===== src/hw/rtl/eadg_pkg.sv =====
// ----------------------------------------------------------------------------
// eadg_pkg
// Types, register indexes and the throttle code function of the ESC arm and
// direction gate.
// ----------------------------------------------------------------------------
`default_nettype none

package eadg_pkg;

  localparam int CFG_INDEX_W = 3;
  localparam int CFG_DATA_W  = 26;
  localparam int CFG_TIME_W  = 26;
  localparam int CHANNELS    = 4;
  localparam int QUEUE_DEPTH = 2;

  localparam logic [CFG_INDEX_W-1:0] REG_STARTUP  = 3'd0;
  localparam logic [CFG_INDEX_W-1:0] REG_PREARM   = 3'd1;
  localparam logic [CFG_INDEX_W-1:0] REG_POST     = 3'd2;
  localparam logic [CFG_INDEX_W-1:0] REG_REFRESH  = 3'd3;
  localparam logic [CFG_INDEX_W-1:0] REG_BURST    = 3'd4;
  localparam logic [CFG_INDEX_W-1:0] REG_REVERSED = 3'd5;
  localparam logic [CFG_INDEX_W-1:0] REG_OPEN     = 3'd6;

  localparam logic [CFG_TIME_W-1:0] STARTUP_RESET = 26'd500000;
  localparam logic [CFG_TIME_W-1:0] PREARM_RESET  = 26'd1000000;
  localparam logic [CFG_TIME_W-1:0] POST_RESET    = 26'd100000;
  localparam logic [CFG_TIME_W-1:0] REFRESH_RESET = 26'd2000000;
  localparam logic [7:0]            BURST_RESET   = 8'd10;
  localparam logic [3:0]            REV_RESET     = 4'd0;
  localparam logic [3:0]            OPEN_RESET    = 4'd15;

  localparam logic [15:0] IDLE_LEVEL = 16'd16384;
  localparam logic [15:0] FULL_LEVEL = 16'd32768;
  localparam logic [24:0] CODE_SPAN  = 25'd1999;
  localparam logic [24:0] ROUND_HALF = 25'd8192;
  localparam logic [10:0] CODE_BASE  = 11'd48;

  typedef enum logic [2:0] {
    PH_DISARMED = 3'd0,
    PH_PREARM   = 3'd1,
    PH_SEND     = 3'd2,
    PH_POST     = 3'd3,
    PH_READY    = 3'd4
  } phase_t;

  typedef enum logic [1:0] {
    KIND_STOP = 2'd0,
    KIND_DIR  = 2'd1,
    KIND_THR  = 2'd2
  } frame_kind_t;

  typedef struct packed {
    logic        arm_request;
    logic [31:0] now_time;
    logic        link_ok;
    logic [2:0]  value_count;
    logic [15:0] throttle_a;
    logic [15:0] throttle_b;
    logic [15:0] throttle_c;
    logic [15:0] throttle_d;
  } slot_t;

  typedef struct packed {
    frame_kind_t frame_kind;
    logic [3:0]  send_mask;
    logic [3:0]  direction_bits;
    logic [10:0] code_a;
    logic [10:0] code_b;
    logic [10:0] code_c;
    logic [10:0] code_d;
    phase_t      gate_phase;
  } frame_t;

  // Classified request handed from the front part to the back part.
  typedef struct packed {
    frame_kind_t                 kind;
    logic [3:0]                  send_mask;
    logic [3:0]                  direction_bits;
    phase_t                      phase;
    logic [2:0]                  value_count;
    logic [CHANNELS-1:0][15:0]   throttle;
  } cmd_t;

  function automatic logic [10:0] throttle_code(input logic [15:0] u);
    logic [15:0] c;
    logic [14:0] d;
    logic [24:0] p;
    c = (u > FULL_LEVEL) ? FULL_LEVEL : u;
    d = 15'(c - IDLE_LEVEL);
    p = 25'(d) * CODE_SPAN + ROUND_HALF;
    if (u <= IDLE_LEVEL) begin
      return 11'd0;
    end
    return CODE_BASE + p[24:14];
  endfunction

endpackage

`default_nettype wire


===== src/hw/rtl/eadg_queue.sv =====
// ----------------------------------------------------------------------------
// eadg_queue
// Short request queue between the classifying front part and the back part.
// ----------------------------------------------------------------------------
`default_nettype none

module eadg_queue (
  input  wire logic          clk,
  input  wire logic          rst,
  input  wire logic          push,
  input  wire eadg_pkg::cmd_t push_data,
  output logic               push_ready,
  input  wire logic          pop,
  output logic               pop_valid,
  output eadg_pkg::cmd_t     pop_data
);

  localparam int DEPTH = eadg_pkg::QUEUE_DEPTH;
  localparam int PTR_W = (DEPTH > 1) ? $clog2(DEPTH) : 1;
  localparam int CNT_W = $clog2(DEPTH + 1);

  eadg_pkg::cmd_t   entry [DEPTH];
  logic [PTR_W-1:0] wr_ptr;
  logic [PTR_W-1:0] rd_ptr;
  logic [CNT_W-1:0] count;

  assign push_ready = (count != CNT_W'(DEPTH));
  assign pop_valid  = (count != '0);
  assign pop_data   = entry[rd_ptr];

  always_ff @(posedge clk) begin
    if (push) begin
      entry[wr_ptr] <= push_data;
    end
  end

  always_ff @(posedge clk) begin
    if (rst) begin
      wr_ptr <= '0;
      rd_ptr <= '0;
      count  <= '0;
    end else begin
      if (push) begin
        wr_ptr <= (wr_ptr == PTR_W'(DEPTH - 1)) ? '0 : wr_ptr + 1'b1;
      end
      if (pop) begin
        rd_ptr <= (rd_ptr == PTR_W'(DEPTH - 1)) ? '0 : rd_ptr + 1'b1;
      end
      if (push && !pop) begin
        count <= count + 1'b1;
      end else if (pop && !push) begin
        count <= count - 1'b1;
      end
    end
  end

endmodule

`default_nettype wire


===== src/hw/rtl/eadg_front.sv =====
// ----------------------------------------------------------------------------
// eadg_front
// Configuration registers and the arm and direction state machine; classifies
// each slot into a stop, direction or throttle request.
// ----------------------------------------------------------------------------
`default_nettype none

module eadg_front #(
  parameter int TIME_BITS = 32
) (
  input  wire logic                               clk,
  input  wire logic                               rst,
  input  wire logic                               cfg_we,
  input  wire logic [eadg_pkg::CFG_INDEX_W-1:0]   cfg_index,
  input  wire logic [eadg_pkg::CFG_DATA_W-1:0]    cfg_data,
  input  wire logic                               slot_valid,
  output logic                                    slot_ready,
  input  wire eadg_pkg::slot_t                    slot,
  output logic                                    push,
  input  wire logic                               push_ready,
  output eadg_pkg::cmd_t                          cmd
);

  logic [eadg_pkg::CFG_TIME_W-1:0] startup_stop_time;
  logic [eadg_pkg::CFG_TIME_W-1:0] prearm_stop_time;
  logic [eadg_pkg::CFG_TIME_W-1:0] post_command_stop_time;
  logic [eadg_pkg::CFG_TIME_W-1:0] refresh_period;
  logic [7:0]                      burst_length;
  logic [3:0]                      reversed_mask;
  logic [3:0]                      open_mask;

  eadg_pkg::phase_t     phase, phase_next;
  logic [TIME_BITS-1:0] deadline, deadline_next;
  logic [7:0]           frames_sent, frames_sent_next;
  logic                 burst_for_arm, burst_for_arm_next;
  logic                 last_arm;
  logic                 pending_burst, pending_burst_next;

  eadg_pkg::frame_kind_t kind;
  logic [TIME_BITS-1:0]  now_t;
  logic [TIME_BITS-1:0]  since;
  logic                  old_reached;

  // A deadline set in this slot from now_time is reached exactly when the
  // wrapped negation of its delay has the top bit clear.
  function automatic logic fresh_reached(input logic [TIME_BITS-1:0] d);
    logic [TIME_BITS-1:0] n;
    n = -d;
    return !n[TIME_BITS-1];
  endfunction

  assign slot_ready  = push_ready;
  assign push        = slot_valid && push_ready;
  assign now_t       = TIME_BITS'(slot.now_time);
  assign since       = now_t - deadline;
  assign old_reached = !since[TIME_BITS-1];

  always_ff @(posedge clk) begin
    if (rst) begin
      startup_stop_time      <= eadg_pkg::STARTUP_RESET;
      prearm_stop_time       <= eadg_pkg::PREARM_RESET;
      post_command_stop_time <= eadg_pkg::POST_RESET;
      refresh_period         <= eadg_pkg::REFRESH_RESET;
      burst_length           <= eadg_pkg::BURST_RESET;
      reversed_mask          <= eadg_pkg::REV_RESET;
      open_mask              <= eadg_pkg::OPEN_RESET;
    end else if (cfg_we) begin
      case (cfg_index)
        eadg_pkg::REG_STARTUP:  startup_stop_time      <= cfg_data;
        eadg_pkg::REG_PREARM:   prearm_stop_time       <= cfg_data;
        eadg_pkg::REG_POST:     post_command_stop_time <= cfg_data;
        eadg_pkg::REG_REFRESH:  refresh_period         <= cfg_data;
        eadg_pkg::REG_BURST:    burst_length           <= cfg_data[7:0];
        eadg_pkg::REG_REVERSED: reversed_mask          <= cfg_data[3:0];
        eadg_pkg::REG_OPEN:     open_mask              <= cfg_data[3:0];
        default: ;
      endcase
    end
  end

  always_ff @(posedge clk) begin
    if (rst) begin
      phase         <= eadg_pkg::PH_DISARMED;
      deadline      <= TIME_BITS'(eadg_pkg::STARTUP_RESET);
      frames_sent   <= '0;
      burst_for_arm <= 1'b0;
      last_arm      <= 1'b0;
      pending_burst <= 1'b0;
    end else if (push) begin
      phase         <= phase_next;
      deadline      <= deadline_next;
      frames_sent   <= frames_sent_next;
      burst_for_arm <= burst_for_arm_next;
      last_arm      <= slot.arm_request;
      pending_burst <= pending_burst_next;
    end
  end

  always_comb begin
    logic                 set_dl;
    logic [TIME_BITS-1:0] delay;
    logic [7:0]           fs_inc;
    logic                 arm;
    phase_next         = phase;
    frames_sent_next   = frames_sent;
    burst_for_arm_next = burst_for_arm;
    set_dl             = 1'b0;
    delay              = TIME_BITS'(startup_stop_time);
    kind               = eadg_pkg::KIND_STOP;
    fs_inc             = frames_sent + 8'd1;
    arm                = slot.arm_request;

    // The previous direction frame counts only once the link confirms it.
    if (pending_burst && slot.link_ok) begin
      frames_sent_next = fs_inc;
      if (fs_inc >= burst_length) begin
        frames_sent_next = '0;
        set_dl           = 1'b1;
        if (burst_for_arm) begin
          phase_next = eadg_pkg::PH_POST;
          delay      = TIME_BITS'(post_command_stop_time);
        end else begin
          phase_next = eadg_pkg::PH_DISARMED;
          delay      = TIME_BITS'(refresh_period);
        end
      end
    end

    if (arm && !last_arm) begin
      phase_next         = eadg_pkg::PH_PREARM;
      set_dl             = 1'b1;
      delay              = TIME_BITS'(prearm_stop_time);
      frames_sent_next   = '0;
      burst_for_arm_next = 1'b1;
    end else if (!arm && last_arm) begin
      phase_next         = eadg_pkg::PH_DISARMED;
      set_dl             = 1'b1;
      delay              = TIME_BITS'(startup_stop_time);
      frames_sent_next   = '0;
      burst_for_arm_next = 1'b0;
    end

    if (arm) begin
      if (phase_next == eadg_pkg::PH_PREARM &&
          (set_dl ? fresh_reached(delay) : old_reached)) begin
        phase_next         = eadg_pkg::PH_SEND;
        frames_sent_next   = '0;
        burst_for_arm_next = 1'b1;
      end
      if (phase_next == eadg_pkg::PH_SEND && burst_for_arm_next) begin
        kind = eadg_pkg::KIND_DIR;
      end else if (phase_next == eadg_pkg::PH_POST) begin
        if (set_dl ? fresh_reached(delay) : old_reached) begin
          phase_next = eadg_pkg::PH_READY;
          kind       = eadg_pkg::KIND_THR;
        end
      end else if (phase_next == eadg_pkg::PH_READY) begin
        kind = eadg_pkg::KIND_THR;
      end
    end else begin
      if (phase_next != eadg_pkg::PH_DISARMED &&
          !(phase_next == eadg_pkg::PH_SEND && !burst_for_arm_next)) begin
        phase_next         = eadg_pkg::PH_DISARMED;
        set_dl             = 1'b1;
        delay              = TIME_BITS'(startup_stop_time);
        frames_sent_next   = '0;
        burst_for_arm_next = 1'b0;
      end
      if (phase_next == eadg_pkg::PH_DISARMED &&
          (set_dl ? fresh_reached(delay) : old_reached)) begin
        phase_next         = eadg_pkg::PH_SEND;
        frames_sent_next   = '0;
        burst_for_arm_next = 1'b0;
      end
      if (phase_next == eadg_pkg::PH_SEND && !burst_for_arm_next) begin
        kind = eadg_pkg::KIND_DIR;
      end
    end

    pending_burst_next = (kind == eadg_pkg::KIND_DIR);
    deadline_next      = set_dl ? now_t + delay : deadline;
  end

  always_comb begin
    cmd.kind           = kind;
    cmd.send_mask      = open_mask;
    cmd.direction_bits = (kind == eadg_pkg::KIND_DIR) ? (reversed_mask & open_mask) : 4'd0;
    cmd.phase          = phase_next;
    cmd.value_count    = slot.value_count;
    cmd.throttle[0]    = slot.throttle_a;
    cmd.throttle[1]    = slot.throttle_b;
    cmd.throttle[2]    = slot.throttle_c;
    cmd.throttle[3]    = slot.throttle_d;
  end

endmodule

`default_nettype wire


===== src/hw/rtl/eadg_back.sv =====
// ----------------------------------------------------------------------------
// eadg_back
// Takes classified requests from the queue, forms the ESC codes and holds the
// finished frame in the output register.
// ----------------------------------------------------------------------------
`default_nettype none

module eadg_back (
  input  wire logic           clk,
  input  wire logic           rst,
  input  wire logic           pop_valid,
  input  wire eadg_pkg::cmd_t pop_data,
  output logic                pop,
  output logic                frame_valid,
  input  wire logic           frame_ready,
  output eadg_pkg::frame_t    frame
);

  logic [eadg_pkg::CHANNELS-1:0][10:0] code;

  assign pop = pop_valid && (!frame_valid || frame_ready);

  always_comb begin
    for (int i = 0; i < eadg_pkg::CHANNELS; i++) begin
      if (pop_data.kind == eadg_pkg::KIND_THR && pop_data.send_mask[i] &&
          3'(i) < pop_data.value_count) begin
        code[i] = eadg_pkg::throttle_code(pop_data.throttle[i]);
      end else begin
        code[i] = 11'd0;
      end
    end
  end

  always_ff @(posedge clk) begin
    if (pop) begin
      frame.frame_kind     <= pop_data.kind;
      frame.send_mask      <= pop_data.send_mask;
      frame.direction_bits <= pop_data.direction_bits;
      frame.code_a         <= code[0];
      frame.code_b         <= code[1];
      frame.code_c         <= code[2];
      frame.code_d         <= code[3];
      frame.gate_phase     <= pop_data.phase;
    end
  end

  always_ff @(posedge clk) begin
    if (rst) begin
      frame_valid <= 1'b0;
    end else if (pop) begin
      frame_valid <= 1'b1;
    end else if (frame_ready) begin
      frame_valid <= 1'b0;
    end
  end

endmodule

`default_nettype wire


===== src/hw/rtl/esc_arm_direction_gate_top.sv =====
// Path: an accepted slot goes through the queue entry and then the output register.
// Throughput: one slot per cycle while the queue has room; the front part's state
// machine settles each slot combinationally and the two-entry queue absorbs stalls.
// Reset: synchronous, clears the gate state, restores every configuration
// register to its default and empties the queue and the output register.
// ----------------------------------------------------------------------------
// esc_arm_direction_gate_top
// Arm and direction gate for digital ESC frames: front classifier, request
// queue and code-forming back part.
// ----------------------------------------------------------------------------
`default_nettype none

module esc_arm_direction_gate_top #(
  parameter int TIME_BITS = 32
) (
  input  wire logic                             clk,
  input  wire logic                             rst,
  input  wire logic                             cfg_we,
  input  wire logic [eadg_pkg::CFG_INDEX_W-1:0] cfg_index,
  input  wire logic [eadg_pkg::CFG_DATA_W-1:0]  cfg_data,
  input  wire logic                             slot_valid,
  output logic                                  slot_ready,
  input  wire eadg_pkg::slot_t                  slot,
  output logic                                  frame_valid,
  input  wire logic                             frame_ready,
  output eadg_pkg::frame_t                      frame
);

  logic           push;
  logic           push_ready;
  eadg_pkg::cmd_t push_data;
  logic           pop;
  logic           pop_valid;
  eadg_pkg::cmd_t pop_data;

  eadg_front #(
    .TIME_BITS(TIME_BITS)
  ) u_front (
    .clk        (clk),
    .rst        (rst),
    .cfg_we     (cfg_we),
    .cfg_index  (cfg_index),
    .cfg_data   (cfg_data),
    .slot_valid (slot_valid),
    .slot_ready (slot_ready),
    .slot       (slot),
    .push       (push),
    .push_ready (push_ready),
    .cmd        (push_data)
  );

  eadg_queue u_queue (
    .clk        (clk),
    .rst        (rst),
    .push       (push),
    .push_data  (push_data),
    .push_ready (push_ready),
    .pop        (pop),
    .pop_valid  (pop_valid),
    .pop_data   (pop_data)
  );

  eadg_back u_back (
    .clk         (clk),
    .rst         (rst),
    .pop_valid   (pop_valid),
    .pop_data    (pop_data),
    .pop         (pop),
    .frame_valid (frame_valid),
    .frame_ready (frame_ready),
    .frame       (frame)
  );

endmodule

`default_nettype wire


===== config.mk =====
export PLATFORM = sky130hd
export DESIGN_NAME = esc_arm_direction_gate_top
export DESIGN_NICKNAME = d
export VERILOG_FILES = /design/src/hw/rtl/eadg_pkg.sv /design/src/hw/rtl/eadg_queue.sv /design/src/hw/rtl/eadg_front.sv /design/src/hw/rtl/eadg_back.sv /design/src/hw/rtl/esc_arm_direction_gate_top.sv
export SDC_FILE = /design/constraint.sdc
export NUM_CORES = 2
export LEC_CHECK = 0
export ABC_AREA = 1
export BUFFER_PORTS_ARGS = -buffer_cell sky130_fd_sc_hd__buf_2
export CAP_MARGIN = 25
export CORE_ASPECT_RATIO = 1.25
export CORE_MARGIN = 4
export CORE_UTILIZATION = 25
export DETAILED_ROUTE_END_ITERATION = 6
export REMOVE_ABC_BUFFERS = 1
export SLEW_MARGIN = 20
export SYNTH_ARGS = -nofsm -noshare
export SYNTH_HDL_FRONTEND = slang
export SYNTH_HIERARCHICAL = 1
export SYNTH_SLANG_ARGS = --single-unit
export TNS_END_PERCENT = 50

===== constraint.sdc =====
create_clock -name clk -period 11.2 [get_ports clk]
set_clock_uncertainty 0.2 [all_clocks]
set_input_delay 0.56 -clock clk [delete_from_list [all_inputs] [get_ports clk]]
set_output_delay 0.56 -clock clk [all_outputs]
set_load 0.005 [all_outputs]

Yosys cells after proc, flatten, opt, wreduce, memory -nomap -nowiden
Memory sizes are Yosys's and may differ from the RTL's. A register that Yosys moved wholly into a read port is not among the register bits.
Cells that the tools add are included.
- output and inout port bits: 59
- flip-flop bits (word level): 228
- memories kept: 1
- logic and storage cells: 212
- memory bits (writable): 160
- ROM bits: 0
- latch bits: 0
- bits of input ports: 135
- mux-type cells: 85
- bitwise gates (word level): 1
- eq/ne operators: 15
- multipliers: 4
- divide/modulo/power cells: 0
- order comparisons: 13
- shifts and indexed selects: 0
- add/sub/neg operators: 21
- reduce and logical (&&, ||, !) cells: 47
- memory list (name ; depth ; bits a word ; read ports ; clocked after Yosys merged registers in ; wr ports ; line ; source):
    u_queue.entry ; 2 ; 80 ; 1 ; 1 ; 1 ; eadg_queue.sv:22 ; eadg_pkg::cmd_t entry [DEPTH];
- operators with widths (cell ; number):
    $mux 32 ; 7
    $add 25x14->25 const B ; 4
    $mul 15x11->25 const B ; 4
    $mux 11 ; 8
    $gt 16x16->1 const B ; 4
    $le 16x15->1 const B ; 4
    $mux 8 ; 8
    $neg 32->32 ; 2
    $mux 15 ; 4
    $sub 15x15->15 const B ; 4
    $add 6x11->11 const A ; 4
    $mux 3 ; 14
    $mux 1 ; 34
    $add 32x32->32 ; 1
    $sub 32x32->32 ; 1
    $mux 26 ; 1
    $logic_and 1x1->1 ; 21
    $eq 3x2->1 const B ; 6
    $mux 2 ; 8
    $reduce_and 2->1 ; 8
    $eq 3x3->1 const B ; 4
    $logic_not 1->1 ; 11
    $add 8x1->8 const B ; 1
    $ge 8x8->1 ; 1
    other kinds (15) ; 22

Logic depth before layout (Yosys ltp)
- depth after elaboration: 24
- depth in mapped cells: 39
- mapped depth without buffers: 38

Cells and area by module
Netlist, hierarchy kept.
- by module, submodules not included (module ; sequential area each (sq um) ; area each (sq um) ; instances ; cells an instance):
    eadg_back ; 1731.7 ; 19503.7 ; 1 ; 2546
    eadg_front ; 3323.2 ; 10685.2 ; 1 ; 1552
    eadg_queue ; 4904.7 ; 6403.6 ; 1 ; 282

Least setup slack after synthesis
Ideal clock, no wire load.
- path kind: reg2reg
- start: reg with a tool-made name
- end: reg u_back/frame[44] (netlist name)
- clock period less this slack: 6.887 ns
- library setup time: 0.254 ns
- cell stages (with the launch flop): 37
- arrival time: 6.433 ns
- required time: 10.746 ns
- buffers on the path: 3
- setup slack: 4.313 ns
- cell sequence: dfxtp_1 > buf_6 > buf_12 > mux2_4 > nor2_1 > nand3_1 > nor2_1 > nand4_1 > nand2_1 > inv_1 > clkbuf_1 > nor2_1 > inv_1 > fa_1 > inv_1 > fa_1 > inv_1 > fa_1 > fa_1 > inv_1 > fa_1 > inv_1 > ha_1 > nand2_1 > nor2_1 > nor2_1 > nor2_1 > nor2_1 > nand2_1 > nand2_1 > nand2_1 > ha_1 > nor2_2 > and2_4 > nand2_1 > nand2_1 > nor2_2

==> qor.yml <==
outcome: "finished, final reports clean"
cp.arrival_ps: 8410
path_clk_slew_ps: 60
cts_tree: "built"
hold_class: "primary input to register"
drc: 0
die_x_um: 350
place_ws_ps: 3070
fp.dieH_um: 436
max-clock-path-buffers: 3
multi_input_area_um2: 21700
tightest_slew_ps: 1010
dp_hpwl_mm: 79.1
ff_latch_area_um2: 9960
drt_iter0_drc: 1603
synthCells: 4380
insertion_delay_ps: 640
antenna_found_initial: 43
rsz0062_at_grt: "no"
cts_setup_buffers: 0
pin_count: 194
drv_slew: 0
ys_seq_area_frac: 0.272
overflow: 0
wl_mm: 98.7
cts_num_sinks: 389
drtAntennaViolNets: 0
htree_levels: 2
fp.coreArea_um2: 145000
nFillCells: 15400
syn_area_per_cell_um2: 8.35
die_area_um2: 153000
io_buffers: 193
period_share: 0.735
start_util: 0.252
path_max_fanout: 30
syn_to_final_growth_pct: 13.6
cp_slowest_cell: "dfxtp_4"
period_needed_ps: 8240
whs_ps: 59.9
grt_use_total: 0.129
grt_start_max_net_pins: 103
grt_pass1_wl_mm: 156
hold_violations: 0
finalWorstSetupSlack_ps: 2960
stdcell_area_um2: 41600
num-nets-final: 5378
async_reset_ff_frac: 0
cts_root_buf: "clkbuf_16"
crit_path_frequent_cell: "inv_1"
synthesis.area_um2: 36600
startpoint_type: "register"
cts_buffers: 48
synth_warnings: 6
required_ps: 11380
grt_pass1_vias: 28900
gp_congestion: 0.906
cts_resized: 0
wire_per_inst_um: 15.1
drtPass1Iterations: 7
maxSlewHeadroom: 0.319
drive_gt1_frac: 0.107
cp-end-kind: "register"
crit_type: "register to register"
ys_types: 63
finalSetupViolCount: 0
synth_ff_type: "edfxtp_1"
postPlaceCellArea_um2: 39100
slowest_delay_ps: 730
tns_ps: 0
synth_seq_cells: 389
synth_edf_count: 217
viasPerCell: 4.32
placementRows: 156
via_count: 28200
max_cap_violations: 0
fmax_mhz: 121
## layout by cell type (no fill, tap or decap), types with 5 or more instances in the layout
master / n
a21o_1: 6
a21oi_1: 264
a21oi_2: 5
a31oi_1: 7
buf_2: 193
buf_4: 15
clkbuf_1: 7
clkbuf_16: 50
clkbuf_8: 5
clkinv_1: 10
clkinv_2: 5
dfxtp_1: 170
diode_2: 22
dlygate4sd3_1: 87
edfxtp_1: 217
fa_1: 325
ha_1: 342
inv_1: 1010
inv_2: 15
mux2_4: 80
mux2i_1: 6
nand2_1: 770
nand2_2: 33
nand3_1: 154
nand3_2: 5
nand3b_1: 12
nand4_1: 59
nor2_1: 356
nor2_2: 30
nor2_4: 6
nor3_1: 20
nor4_1: 16
o211ai_1: 24
o21ai_0: 183
o21bai_1: 5
or2_2: 9
xnor2_1: 22
xor2_1: 23
## synth_stat cells, types with 7 or more instances
cell type	number	share of area
mux2_4	80	0.033
buf_12	9	0.0049
nand3_1	154	0.021
inv_1	1011	0.10
nor2_1	359	0.037
buf_2	16	0.0022
ha_1	342	0.12
a21oi_1	265	0.036
a31oi_1	7	0.0012
nor2_2	28	0.0048
fa_1	325	0.18
clkbuf_1	45	0.0046
nand2_1	770	0.079
xor2_1	23	0.0055
dfxtp_1	172	0.094
nand4_1	59	0.010
nand2_2	33	0.0056
edfxtp_1	217	0.18
buf_4	73	0.015
xnor2_1	22	0.0053
nand3b_1	12	0.0025
or2_2	9	0.0015
o211ai_1	24	0.0049
inv_2	15	0.0015
o21ai_0	183	0.025
nor3_1	20	0.0027
nor4_1	16	0.0027
## kinds of logic (layout without fill, tap and decap cells)
group / Yosys count / after routing / share of synthesized area
buffers and inverters: 1183 / 1417 / 0.135
adder cells (fa/ha/maj): 667 / 667 / 0.295
other: 0 / 22 / 0
multiplexers: 86 / 86 / 0.0345
flip-flops: 389 / 389 / 0.272
AND/OR/NAND/NOR: 1489 / 1489 / 0.176
XOR/XNOR: 45 / 45 / 0.0108
AO/OA/AOI/OAI: 521 / 521 / 0.0769
## final timing paths
kind / startpoint / to / cells past startpoint / slack, ps
setup reg to reg: register / u_back/frame[35]$_SDFFCE_PP0P_ / 31 / 2960
hold reg to reg: u_front/refresh_period[3]$_SDFFE_PP0P_ / u_front/refresh_period[3]$_SDFFE_PP0P_ / 2 / 250
hold / removal: cfg_data[6] / u_front/prearm_stop_time[6]$_SDFFE_PP1P_ / 3 / 60
setup / recovery: register / u_back/frame[35]$_SDFFCE_PP0P_ / 31 / 2960
## metal layers
metal	up-vias	wire length [um]	GRT usage
li1	14100	-	-
met1	13200	41700	0.159
met2	670	48000	0.227
met3	185	6080	0.0274
met4	26	2710	0.0343
met5	-	158	0
## critical path, delay by kind of cell, from the launching register on
family	cells	cell delay, ps
adder cells (fa/ha/maj)	7	3210
AO/OA/AOI/OAI	2	370
multiplexers	1	360
flip-flops	1	730
AND/OR/NAND/NOR	12	1810
buffers and inverters	9	1250
## through the flow
| step | instances | util |
|---|---|---|
| 6_report | 6532 | 0.287 |
| 5_1_grt | 6519 | 0.286 |
| 4_1_cts | 6510 | 0.286 |
| 3_5_place_dp | 6335 | 0.269 |
| 3_3_place_gp | 6334 | 0.269 |
| 2_1_floorplan | 4230 | - |
## layout make-up
cell class / count / share of cell area
Clock inverter: 26 / 0.00581
Inverter: 1033 / 0.0935
Multi-Input combinational cell: 2808 / 0.523
Clock buffer: 62 / 0.0324
Sequential cell: 389 / 0.240
Antenna cell: 22 / 0.00132
Timing Repair Buffer: 296 / 0.0476
Tap cell: 1896 / 0.0571
## registers in the layout (all words and copies together) (netlist names), 3 cells and up, named ones only
signal,count
u_front/post_command_stop_time,26
u_back/frame,57
u_front/deadline,32
u_front/phase,3
u_front/startup_stop_time,26
u_front/open_mask,4
u_queue/entry,160
u_front/burst_length,8
u_front/reversed_mask,4
u_front/refresh_period,26
u_front/prearm_stop_time,26
u_front/frames_sent,8
## timing repair
item	in CTS	in global routing
endpoints found under the setup margin	0	0
hold buffers	87	0
endpoints found under the hold margin	182	0
Power is left out: the tool's default activity adds up to more than one toggle a clock period on the data nets, which glitch-free logic cannot reach.
